===== config.mk =====
export PLATFORM = sky130hd
export DESIGN_NAME = multi_click_hold_classifier_flat
export DESIGN_NICKNAME = d
export VERILOG_FILES = /design/src/design/mchc_pkg.sv /design/src/design/mchc_if.sv /design/src/design/multi_click_hold_classifier.sv /design/src/flat_wrapper.sv
export SDC_FILE = /design/constraint.sdc
export NUM_CORES = 1
export LEC_CHECK = 0
export ABC_AREA = 1
export BUFFER_PORTS_ARGS = -buffer_cell sky130_fd_sc_hd__clkbuf_2
export CORE_UTILIZATION = 59
export CTS_BUF_LIST = sky130_fd_sc_hd__clkbuf_2
export DETAILED_ROUTE_END_ITERATION = 6
export PLACE_DENSITY = 0.82
export SYNTH_ARGS = -nofsm -noshare
export SYNTH_HDL_FRONTEND = slang
export SYNTH_SLANG_ARGS = --single-unit

===== constraint.sdc =====
create_clock -name clk -period 8.61 [get_ports clk]
set_input_delay 0.861 -clock clk [delete_from_list [all_inputs] [get_ports clk]]
set_output_delay 0.861 -clock clk [all_outputs]
set_load 0.02 [all_outputs]

===== src/design/mchc_pkg.sv =====
// ----------------------------------------------------------------------------
// mchc_pkg
// Shared widths, limits and register indexes for the multi-click classifier.
// ----------------------------------------------------------------------------
`default_nettype none

package mchc_pkg;

    localparam int TIME_W      = 32;
    localparam int MS_W        = 16;
    localparam int COUNT_W     = 4;
    localparam int CFG_INDEX_W = 4;
    localparam int CFG_DATA_W  = 16;

    localparam logic [COUNT_W-1:0] MAX_CLICKS = 4'd8;
    localparam logic [COUNT_W-1:0] MAX_HOLDS  = 4'd8;

    // register indexes
    localparam logic [CFG_INDEX_W-1:0] REG_ACTIVE_HIGH = 4'd0;
    localparam logic [CFG_INDEX_W-1:0] REG_DEBOUNCE_MS = 4'd1;
    localparam logic [CFG_INDEX_W-1:0] REG_HOLD_MS     = 4'd2;
    localparam logic [CFG_INDEX_W-1:0] REG_GAP_MS      = 4'd3;

    // reset values of the registers
    localparam logic            RST_ACTIVE_HIGH = 1'b1;
    localparam logic [MS_W-1:0] RST_DEBOUNCE_MS = 16'd50;
    localparam logic [MS_W-1:0] RST_HOLD_MS     = 16'd1000;
    localparam logic [MS_W-1:0] RST_GAP_MS      = 16'd300;

endpackage

`default_nettype wire


===== src/design/mchc_if.sv =====
// ----------------------------------------------------------------------------
// mchc_if
// Valid/ready channels: poll words in, result words out, register writes.
// ----------------------------------------------------------------------------
`default_nettype none

interface mchc_poll_if;
    logic                          valid;
    logic                          ready;
    logic                          raw_level;
    logic [mchc_pkg::TIME_W-1:0]   now_ms;

    modport source (output valid, output raw_level, output now_ms, input ready);
    modport sink   (input valid, input raw_level, input now_ms, output ready);
endinterface

interface mchc_result_if;
    logic                          valid;
    logic                          ready;
    logic                          click_fire;
    logic [mchc_pkg::COUNT_W-1:0]  click_total;
    logic                          hold_fire;
    logic [mchc_pkg::COUNT_W-1:0]  hold_total;

    modport source (output valid, output click_fire, output click_total,
                    output hold_fire, output hold_total, input ready);
    modport sink   (input valid, input click_fire, input click_total,
                    input hold_fire, input hold_total, output ready);
endinterface

interface mchc_cfg_if;
    logic                              valid;
    logic                              ready;
    logic [mchc_pkg::CFG_INDEX_W-1:0]  index;
    logic [mchc_pkg::CFG_DATA_W-1:0]   data;

    modport source (output valid, output index, output data, input ready);
    modport sink   (input valid, input index, input data, output ready);
endinterface

`default_nettype wire


===== src/design/multi_click_hold_classifier.sv =====
// ----------------------------------------------------------------------------
// multi_click_hold_classifier
// Counts clicks and holds of one button and reports each finished sequence.
// ----------------------------------------------------------------------------
// Every poll word (pin level plus millisecond time) yields exactly one result
// word through the input and result registers. A new poll is taken every
// clock unless the result register is stalled: the poll word is held in an
// input register, one pass of compare, subtract and add logic updates the
// press state and fills the result register. Throughput is one word per
// cycle, limited only by the result register draining. Register writes are
// always accepted and must only be issued while no poll is in flight.
// ----------------------------------------------------------------------------
`default_nettype none

module multi_click_hold_classifier (
    input  wire                 clk,
    input  wire                 rst_n,
    mchc_poll_if.sink           poll,
    mchc_result_if.source       result,
    mchc_cfg_if.sink            cfg
);

    localparam int TW = mchc_pkg::TIME_W;
    localparam int CW = mchc_pkg::COUNT_W;

    // configuration registers
    logic                     active_high_reg;
    logic [mchc_pkg::MS_W-1:0] debounce_ms_reg;
    logic [mchc_pkg::MS_W-1:0] hold_ms_reg;
    logic [mchc_pkg::MS_W-1:0] gap_ms_reg;

    // input stage
    logic          in_valid_reg;
    logic          in_level_reg;
    logic [TW-1:0] in_now_reg;

    // press tracking state
    logic          pressed_level_reg,  pressed_level_next;
    logic [TW-1:0] press_start_reg,    press_start_next;
    logic [TW-1:0] release_time_reg,   release_time_next;
    logic [CW-1:0] pending_clicks_reg, pending_clicks_next;
    logic [CW-1:0] pending_holds_reg,  pending_holds_next;
    logic [TW-1:0] last_click_end_reg, last_click_end_next;
    logic [TW-1:0] last_hold_end_reg,  last_hold_end_next;

    // result stage
    logic          out_valid_reg;
    logic          click_fire_reg,  click_fire_next;
    logic [CW-1:0] click_total_reg, click_total_next;
    logic          hold_fire_reg,   hold_fire_next;
    logic [CW-1:0] hold_total_reg,  hold_total_next;

    // handshake: advance the input word whenever the result slot is free
    logic advance;
    logic fire;

    assign advance    = !out_valid_reg || result.ready;
    assign fire       = in_valid_reg && advance;
    assign poll.ready = !in_valid_reg || advance;
    assign cfg.ready  = 1'b1;

    // ------------------------------------------------------------------
    // Register writes; indexes beyond the list are dropped.
    // ------------------------------------------------------------------
    always_ff @(posedge clk or negedge rst_n)
    begin
        if (!rst_n)
        begin
            active_high_reg <= mchc_pkg::RST_ACTIVE_HIGH;
            debounce_ms_reg <= mchc_pkg::RST_DEBOUNCE_MS;
            hold_ms_reg     <= mchc_pkg::RST_HOLD_MS;
            gap_ms_reg      <= mchc_pkg::RST_GAP_MS;
        end
        else if (cfg.valid)
        begin
            unique case (cfg.index)
                mchc_pkg::REG_ACTIVE_HIGH: active_high_reg <= cfg.data[0];
                mchc_pkg::REG_DEBOUNCE_MS: debounce_ms_reg <= cfg.data;
                mchc_pkg::REG_HOLD_MS:     hold_ms_reg     <= cfg.data;
                mchc_pkg::REG_GAP_MS:      gap_ms_reg      <= cfg.data;
                default: ;
            endcase
        end
    end

    // ------------------------------------------------------------------
    // Input register: hold the poll word until it moves to the result.
    // ------------------------------------------------------------------
    always_ff @(posedge clk or negedge rst_n)
    begin
        if (!rst_n)
            in_valid_reg <= 1'b0;
        else if (poll.ready)
            in_valid_reg <= poll.valid;
    end

    always_ff @(posedge clk)
    begin
        if (poll.valid && poll.ready)
        begin
            in_level_reg <= poll.raw_level;
            in_now_reg   <= poll.now_ms;
        end
    end

    // ------------------------------------------------------------------
    // One pass of classification over the held poll word.
    // ------------------------------------------------------------------
    logic          cur_pressed;
    logic          level_change;
    logic          measured;
    logic [TW-1:0] press_len;
    logic          counted;
    logic          is_click;
    logic          is_hold;
    logic [TW-1:0] click_deadline;
    logic [TW-1:0] hold_deadline;
    logic          click_due;
    logic          hold_due;

    always_comb
    begin
        cur_pressed  = (in_level_reg == active_high_reg);
        level_change = (cur_pressed != pressed_level_reg);

        pressed_level_next = level_change ? cur_pressed : pressed_level_reg;
        press_start_next   = (level_change && cur_pressed)  ? in_now_reg : press_start_reg;
        release_time_next  = (level_change && !cur_pressed) ? in_now_reg : release_time_reg;

        // a press is measured only when the off time lies after the on time
        measured  = level_change && (release_time_next > press_start_next);
        press_len = release_time_next - press_start_next;
        counted   = measured && (press_len > TW'(debounce_ms_reg));
        is_click  = counted && (press_len < TW'(hold_ms_reg));
        is_hold   = counted && !is_click;

        pending_clicks_next = pending_clicks_reg;
        last_click_end_next = last_click_end_reg;
        if (is_click)
        begin
            if (pending_clicks_reg < mchc_pkg::MAX_CLICKS)
                pending_clicks_next = pending_clicks_reg + CW'(1);
            last_click_end_next = release_time_next;
        end

        pending_holds_next = pending_holds_reg;
        last_hold_end_next = last_hold_end_reg;
        if (is_hold)
        begin
            if (pending_holds_reg < mchc_pkg::MAX_HOLDS)
                pending_holds_next = pending_holds_reg + CW'(1);
            last_hold_end_next = release_time_next;
        end

        // gap test: the sum wraps modulo 2^32 on purpose
        click_deadline = last_click_end_next + TW'(gap_ms_reg);
        hold_deadline  = last_hold_end_next + TW'(gap_ms_reg);
        click_due = (pending_clicks_next != '0) && (click_deadline < in_now_reg);
        hold_due  = (pending_holds_next != '0) && (hold_deadline < in_now_reg);

        click_fire_next  = click_due;
        click_total_next = click_due ? pending_clicks_next : '0;
        hold_fire_next   = hold_due;
        hold_total_next  = hold_due ? pending_holds_next : '0;

        // drop a count once it is reported
        if (click_due)
            pending_clicks_next = '0;
        if (hold_due)
            pending_holds_next = '0;
    end

    // ------------------------------------------------------------------
    // Press state advances only when a poll word is retired.
    // ------------------------------------------------------------------
    always_ff @(posedge clk or negedge rst_n)
    begin
        if (!rst_n)
        begin
            pressed_level_reg  <= 1'b0;
            press_start_reg    <= '0;
            release_time_reg   <= '0;
            pending_clicks_reg <= '0;
            pending_holds_reg  <= '0;
            last_click_end_reg <= '0;
            last_hold_end_reg  <= '0;
        end
        else if (fire)
        begin
            pressed_level_reg  <= pressed_level_next;
            press_start_reg    <= press_start_next;
            release_time_reg   <= release_time_next;
            pending_clicks_reg <= pending_clicks_next;
            pending_holds_reg  <= pending_holds_next;
            last_click_end_reg <= last_click_end_next;
            last_hold_end_reg  <= last_hold_end_next;
        end
    end

    // ------------------------------------------------------------------
    // Result register: hold the word while the sink stalls.
    // ------------------------------------------------------------------
    always_ff @(posedge clk or negedge rst_n)
    begin
        if (!rst_n)
            out_valid_reg <= 1'b0;
        else if (advance)
            out_valid_reg <= in_valid_reg;
    end

    always_ff @(posedge clk)
    begin
        if (fire)
        begin
            click_fire_reg  <= click_fire_next;
            click_total_reg <= click_total_next;
            hold_fire_reg   <= hold_fire_next;
            hold_total_reg  <= hold_total_next;
        end
    end

    assign result.valid       = out_valid_reg;
    assign result.click_fire  = click_fire_reg;
    assign result.click_total = click_total_reg;
    assign result.hold_fire   = hold_fire_reg;
    assign result.hold_total  = hold_total_reg;

endmodule

`default_nettype wire


===== src/flat_wrapper.sv =====
// flat-port wrapper written by rule: the top's interface ports become plain ports
module multi_click_hold_classifier_flat 
  (clk, rst_n, poll_valid, poll_raw_level, poll_now_ms, poll_ready, result_valid, result_click_fire, result_click_total, result_hold_fire, result_hold_total, result_ready, cfg_valid, cfg_index, cfg_data, cfg_ready);
  mchc_poll_if poll_i ();
  mchc_result_if result_i ();
  mchc_cfg_if cfg_i ();
  input  wire clk;
  input  wire rst_n;
  input wire logic [$bits(poll_i.valid)-1:0] poll_valid;
  input wire logic [$bits(poll_i.raw_level)-1:0] poll_raw_level;
  input wire logic [$bits(poll_i.now_ms)-1:0] poll_now_ms;
  output wire logic [$bits(poll_i.ready)-1:0] poll_ready;
  output wire logic [$bits(result_i.valid)-1:0] result_valid;
  output wire logic [$bits(result_i.click_fire)-1:0] result_click_fire;
  output wire logic [$bits(result_i.click_total)-1:0] result_click_total;
  output wire logic [$bits(result_i.hold_fire)-1:0] result_hold_fire;
  output wire logic [$bits(result_i.hold_total)-1:0] result_hold_total;
  input wire logic [$bits(result_i.ready)-1:0] result_ready;
  input wire logic [$bits(cfg_i.valid)-1:0] cfg_valid;
  input wire logic [$bits(cfg_i.index)-1:0] cfg_index;
  input wire logic [$bits(cfg_i.data)-1:0] cfg_data;
  output wire logic [$bits(cfg_i.ready)-1:0] cfg_ready;
  assign poll_i.valid = poll_valid;
  assign poll_i.raw_level = poll_raw_level;
  assign poll_i.now_ms = poll_now_ms;
  assign poll_ready = poll_i.ready;
  assign result_valid = result_i.valid;
  assign result_click_fire = result_i.click_fire;
  assign result_click_total = result_i.click_total;
  assign result_hold_fire = result_i.hold_fire;
  assign result_hold_total = result_i.hold_total;
  assign result_i.ready = result_ready;
  assign cfg_i.valid = cfg_valid;
  assign cfg_i.index = cfg_index;
  assign cfg_i.data = cfg_data;
  assign cfg_ready = cfg_i.ready;
  multi_click_hold_classifier u_core (.clk(clk), .rst_n(rst_n), .poll(poll_i), .result(result_i), .cfg(cfg_i));
endmodule

Word level (Yosys, flattened, before mapping)
Cells that the tools add are included.
{"block": "classes", "n_div": 0, "n_lt_le_gt_ge": 7, "n_mul": 0, "n_shift": 0, "n_reduce_logical": 24, "n_mux": 10, "eq_ne": 5, "addsub": 5, "bitwise_logic": 0}
{"cell": "2-to-1 mux 32 bit", "n": 4}
{"cell": "adder 32 x 16 -> 32 bit", "n": 2}
{"cell": "< comparator 32 bit", "n": 2}
{"cell": "greater-than comparator 32 x 16 -> 1 bit", "n": 1}
{"cell": "greater-than comparator 32 bit", "n": 1}
{"cell": "< comparator 32 x 16 -> 1 bit", "n": 1}
{"cell": "subtractor 32 bit", "n": 1}
{"cell": "2-to-1 mux 4 bit", "n": 6}
{"cell": "logical AND 1 bit", "n": 10}
{"cell": "AND reduction 2 bit", "n": 5}
{"cell": "adder 4 x 1 -> 4 bit (second input constant)", "n": 2}
{"cell": "equality test 4 x 2 -> 1 bit (second input constant)", "n": 2}
{"cell": "< comparator 4 bit (second input constant)", "n": 2}
{"cell": "nonzero test 4 bit", "n": 2}
{"cell": "equality test 4 x 1 -> 1 bit (second input constant)", "n": 1}
{"cell": "logical NOT 1 bit", "n": 4}
{"cell": "logical NOT 4 bit", "n": 1}
{"cell": "logical OR 1 bit", "n": 2}
{"cell": "equality test 1 bit", "n": 1}
{"cell": "inequality test 1 bit", "n": 1}
{"block": "totals", "n_memories": 0, "rom_bits": 0, "mem_bits_rw": 0, "latch_bits": 0, "regBits": 231}

Longest topological paths before layout
{"block": "depth", "ltp_word": 15, "mapped_depth": 73}

Least setup slack after synthesis
Ideal clock, no wire load.
{"block": "synth_timing", "path_kind": "reg2reg", "startpoint": "reg u_core.active_high_reg", "endpoint": "reg u_core.click_total_reg[3], in the netlist u_core.result.click_total[3], data pin", "arrival_ns": 8.946, "required_time_ns": 8.464, "path_stages_with_launch": 69, "n_path_buf": 9, "synth_period_minus_slack_ns": 9.092, "setup_slack_ns": -0.482, "cell_sequence": "dfstp_2 > inv_1 > nand2_1 > nand2_2 > buf_6 > inv_1 > ha_1 > buf_6 > buf_6 > clkbuf_1 > clkbuf_1 > clkbuf_1 > nand2_1 > o21ai_0 > inv_1 > ha_1 > inv_1 > ha_1 > [33 not listed] > nand2_1 > nand3_1 > nand2_1 > nand3_1 > nand2_1 > inv_1 > nor3_1 > xor2_1 > ha_1 > nand2_1 > nor2_1 > nand2_1 > o211ai_1 > nand2_1 > o2111ai_1 > a41oi_1 > nand2_2 > a21oi_1"}
{"block": "synth_between", "elab_chain_cells": 12}
{"element": "start: declaration", "line_no": "multi_click_hold_classifier.sv:27", "text": "logic active_high_reg;"}
{"element": "start signal: assignment", "line_no": "multi_click_hold_classifier.sv:69", "text": "active_high_reg <= mchc_pkg::RST_ACTIVE_HIGH;"}
{"element": "start signal: assignment", "line_no": "multi_click_hold_classifier.sv:77", "text": "mchc_pkg::REG_ACTIVE_HIGH: active_high_reg <= cfg.data[0];"}
{"element": "equality test 1 bit (*)", "line_no": "multi_click_hold_classifier.sv:123", "text": "cur_pressed = (in_level_reg == active_high_reg);"}
{"element": "inequality test 1 bit or logical NOT 1 bit (tied branches)", "line_no": "multi_click_hold_classifier.sv:124, multi_click_hold_classifier.sv:128"}
{"element": "logical AND 1 bit (on tied branches)", "line_no": "multi_click_hold_classifier.sv:128, multi_click_hold_classifier.sv:127"}
{"element": "2-to-1 mux 32 bit (on tied branches)", "line_no": "multi_click_hold_classifier.sv:128, multi_click_hold_classifier.sv:127"}
{"element": "subtractor 32 bit or greater-than comparator 32 bit (tied branches)", "line_no": "multi_click_hold_classifier.sv:132, multi_click_hold_classifier.sv:131"}
{"element": "greater-than comparator 32 x 16 -> 1 bit or logical AND 1 bit (tied branches)", "line_no": "multi_click_hold_classifier.sv:133, multi_click_hold_classifier.sv:131"}
{"element": "logical AND 1 bit", "line_no": "multi_click_hold_classifier.sv:133", "text": "counted = measured && (press_len > TW'(debounce_ms_reg));"}
{"element": "logical AND 1 bit", "line_no": "multi_click_hold_classifier.sv:134", "text": "is_click = counted && (press_len < TW'(hold_ms_reg));"}
{"element": "2-to-1 mux 32 bit (*)", "line_no": "multi_click_hold_classifier.sv:139", "text": "if (is_click)"}
{"element": "via u_core.last_click_end_next[0]", "line_no": "multi_click_hold_classifier.sv:43", "text": "logic [TW-1:0] last_click_end_reg, last_click_end_next;"}
{"element": "adder 32 x 16 -> 32 bit (*)", "line_no": "multi_click_hold_classifier.sv:156", "text": "click_deadline = last_click_end_next + TW'(gap_ms_reg);"}
{"element": "< comparator 32 bit (*)", "line_no": "multi_click_hold_classifier.sv:158", "text": "click_due = (pending_clicks_next != '0) && (click_deadline < in_now_reg);"}
{"element": "logical AND 1 bit (*)", "line_no": "multi_click_hold_classifier.sv:158"}
{"element": "end signal: assignment", "line_no": "multi_click_hold_classifier.sv:216", "text": "click_total_reg <= click_total_next;"}
{"element": "end: declaration", "line_no": "multi_click_hold_classifier.sv:49", "text": "logic [CW-1:0] click_total_reg, click_total_next;"}
Mark *: on every way through the listed nets, which the timed path passes. The rest lies on a longest branch.
A chain may end at the register's enable or synchronous reset.

Worst setup path after layout
{"block": "layout_timing", "startpoint": "reg u_core.active_high_reg", "endpoint": "reg u_core.click_total_reg[1], in the netlist u_core.result.click_total[1], data pin"}
The elaborated chain is that of the path after synthesis.

==> impl_metrics.ini <==
[sta]
hold_viol = 0
setup_slack_ns = -0.400
finalCritPeriodShare = 1.05
setup_viol = 18
tightest_slew_ns = 1.21
max_slew_margin = 0.190
fin_crit_ns = 9.01
skew_ns = 0.151
maxClockFrequency_mhz = 111
whs_ns = 0.0353
rsz0062_at_grt = yes
slew_viol_final = 0

[synth]
netlist_instances = 2385
synth_nets = 2597
ys_warn_count = 0
muxShareOfSynthArea = 0
ys_seq_area_frac = 0.350
synthFlopType = dfrtp_1
synth_seq_cells = 231
avgSynthCellArea_um2 = 7.21
synth-compound-area-share = 0.138
synth_top_family_by_area = simple AND/OR/NAND/NOR gates
synthArstFlopShare = 0.814
synth_edf_count = 43
synth_xor_area_frac = 0.0316
synth-simple-area-share = 0.285
synth_fa_ha_area_frac = 0.113
netlist_area_um2 = 17200
yosys.cell_types.count = 49

[die]
die_area_um2 = 29800
ios = 71
die-width_um = 173
start_util = 0.599
std_cell_rows = 62
core_area_um2 = 28700
die_y_um = 173

[detailed_routing]
post-route-drc-count = 2
drtIter0Drc = 1951
drt_pass1_iterations = 7
num_vias = 18279
wl_per_cell_um = 18.5
routed_wl_um = 57700
drtAntennaViolNets = 0
via_per_inst = 5.86

[worst_hold_path]
hold_class = primary input to register
whs_path_depth = 1
worst_hold_startpoint = poll_now_ms[14]

[setup_path]
slowest_delay_ns = 0.60
crit_path_end_kind = register
path_max_fanout = 8
crit_start = u_core.active_high_reg
cp.required_ns = 9.23
r2r-start = u_core.active_high_reg
crit_slowest_cell = dfstp_2
cp-start-kind = register
cp.arrival_ns = 9.63
worst-r2r-cell-count = 59
worst_path_most_repeated_cell = nand2_1
criticalPathCategory = register to register

[global_routing]
antenna_found_initial = 1
grt_overflow = 0
grt_pass1_vias = 16613
grt_pass1_wl_um = 83100
grt_use_total = 0.345
grt_max_degree = 108

[layout]
final_layout_size_suffix_gt1_frac = 0.272
multi_input_area_um2 = 11000
mostFrequentLayoutCell = nand2_1
layout_common_cells = nand2_1 (704), inv_1 (249), o21ai_0 (219)
seq_area_um2 = 6010
syn2layout_area_growth_pct = 24.7
layout.nets = 2893
fill_cells = 2131

[clock_network]
clk_latency_ns = 1.00
cts_made_buffers = 60
clk_path_buf_depth = 3
clk_pin_slew_ns = 0.13
cts.sinks = 231
cts-root-buf = clkbuf_2
cts_tree = built
htreeDepth = 2

[run_status]
violations = DRC, setup timing
status = finished with violations

[flow_run]
max-cap-violations = 0

[placement]
dpl.hpwl_um = 38700
routabilityCongestion = 0.992
portBuffers = 69
[worst max-delay path, delay by kind of cell (launching register included)]
family,cells,cell delay (ns)
xor gates and xnor gates,1,0.24
DFF,1,0.60
buffers and inverters,11,1.32
adders and majority gates,5,1.27
and+or+nand+nor,33,3.81
AOI/OAI and AO/OA,9,1.41
[synthesized netlist by cell type, types with 15 or more instances]
cell | count | share of area
o21ai_0 | 266 | 0.077
nand3_1 | 135 | 0.039
o21ai_1 | 25 | 0.0073
a21oi_1 | 105 | 0.031
nand4_1 | 30 | 0.011
nand2_1 | 760 | 0.17
inv_1 | 268 | 0.059
nor2_1 | 115 | 0.025
dfrtp_1 | 174 | 0.25
inv_2 | 15 | 0.0033
nand2_2 | 31 | 0.011
xor2_1 | 51 | 0.026
edfxtp_1 | 43 | 0.075
ha_1 | 152 | 0.11
nor3_1 | 15 | 0.0044
clkbuf_1 | 43 | 0.0094
nor2_2 | 17 | 0.0062
[path summary, 6_finish.rpt]
path / to / slack (ns)
worst max-delay path: u_core.result.click_total[1] / -0.40
worst min-delay path: u_core.in_now_reg[14] / 0.04
worst max register to register: u_core.result.click_total[1] / -0.40
worst min register to register: u_core.last_click_end_reg[10] / 0.49
max in group asynchronous: u_core.last_click_end_reg[0] / 6.22
min in group asynchronous: u_core.last_click_end_reg[18] / 0.56
[cell families after synthesis]
family	Yosys count
adder cells (fa/ha/maj)	154
flip-flops	231
AO/OA/AOI/OAI	445
buffers and inverters	354
other	1
AND/OR/NAND/NOR	1138
XOR/XNOR	62
[per-stage QoR]
| stage | setup slack (ns) | setup TNS [ns] | area, um^2 | instances | utilization |
|---|---|---|---|---|---|
| floorplan | 0.0243 | 0 | 17200 | 2385 | - |
| global placement | -0.0890 | -0.540 | 19000 | 2937 | 0.661 |
| detailed placement | -0.347 | -3.61 | 19000 | 2937 | 0.661 |
| CTS | -0.000742 | -0.000742 | 19900 | 3062 | 0.693 |
| global route | -0.690 | -11.35 | 21400 | 3118 | 0.747 |
| finish | -0.400 | -5.43 | 21400 | 3118 | 0.747 |
[area by class of cell]
type                    count  share of cell area
diodes                      1            0.000117
clock buffers              92              0.0215
clock inverters            22             0.00630
inverters                 285              0.0501
multi-input cells        1801               0.514
flip-flops and latches    231               0.280
well taps                 384              0.0224
repair buffers            302               0.105
[repair_timing]
action                                 in CTS  in global routing
gates cloned                                1                  2
setup endpoints to repair                  18                 18
pin swaps                                  15                 96
resized for setup                          49                297
hold buffers                                1                  0
buffers inserted                            9                 54
endpoints found under the hold margin      54                  0
[routing by layer]
metal  track usage  vias up  wire (um)
met3        0.0567      309       5810
met1         0.467     8407      22800
met5             0        -          0
met2         0.553     1132      26000
met4         0.133        0       3170
li1              -     8431          -
Power is not shown: default switching activity piles up to over one toggle a cycle in this logic, so the estimate is an artifact.
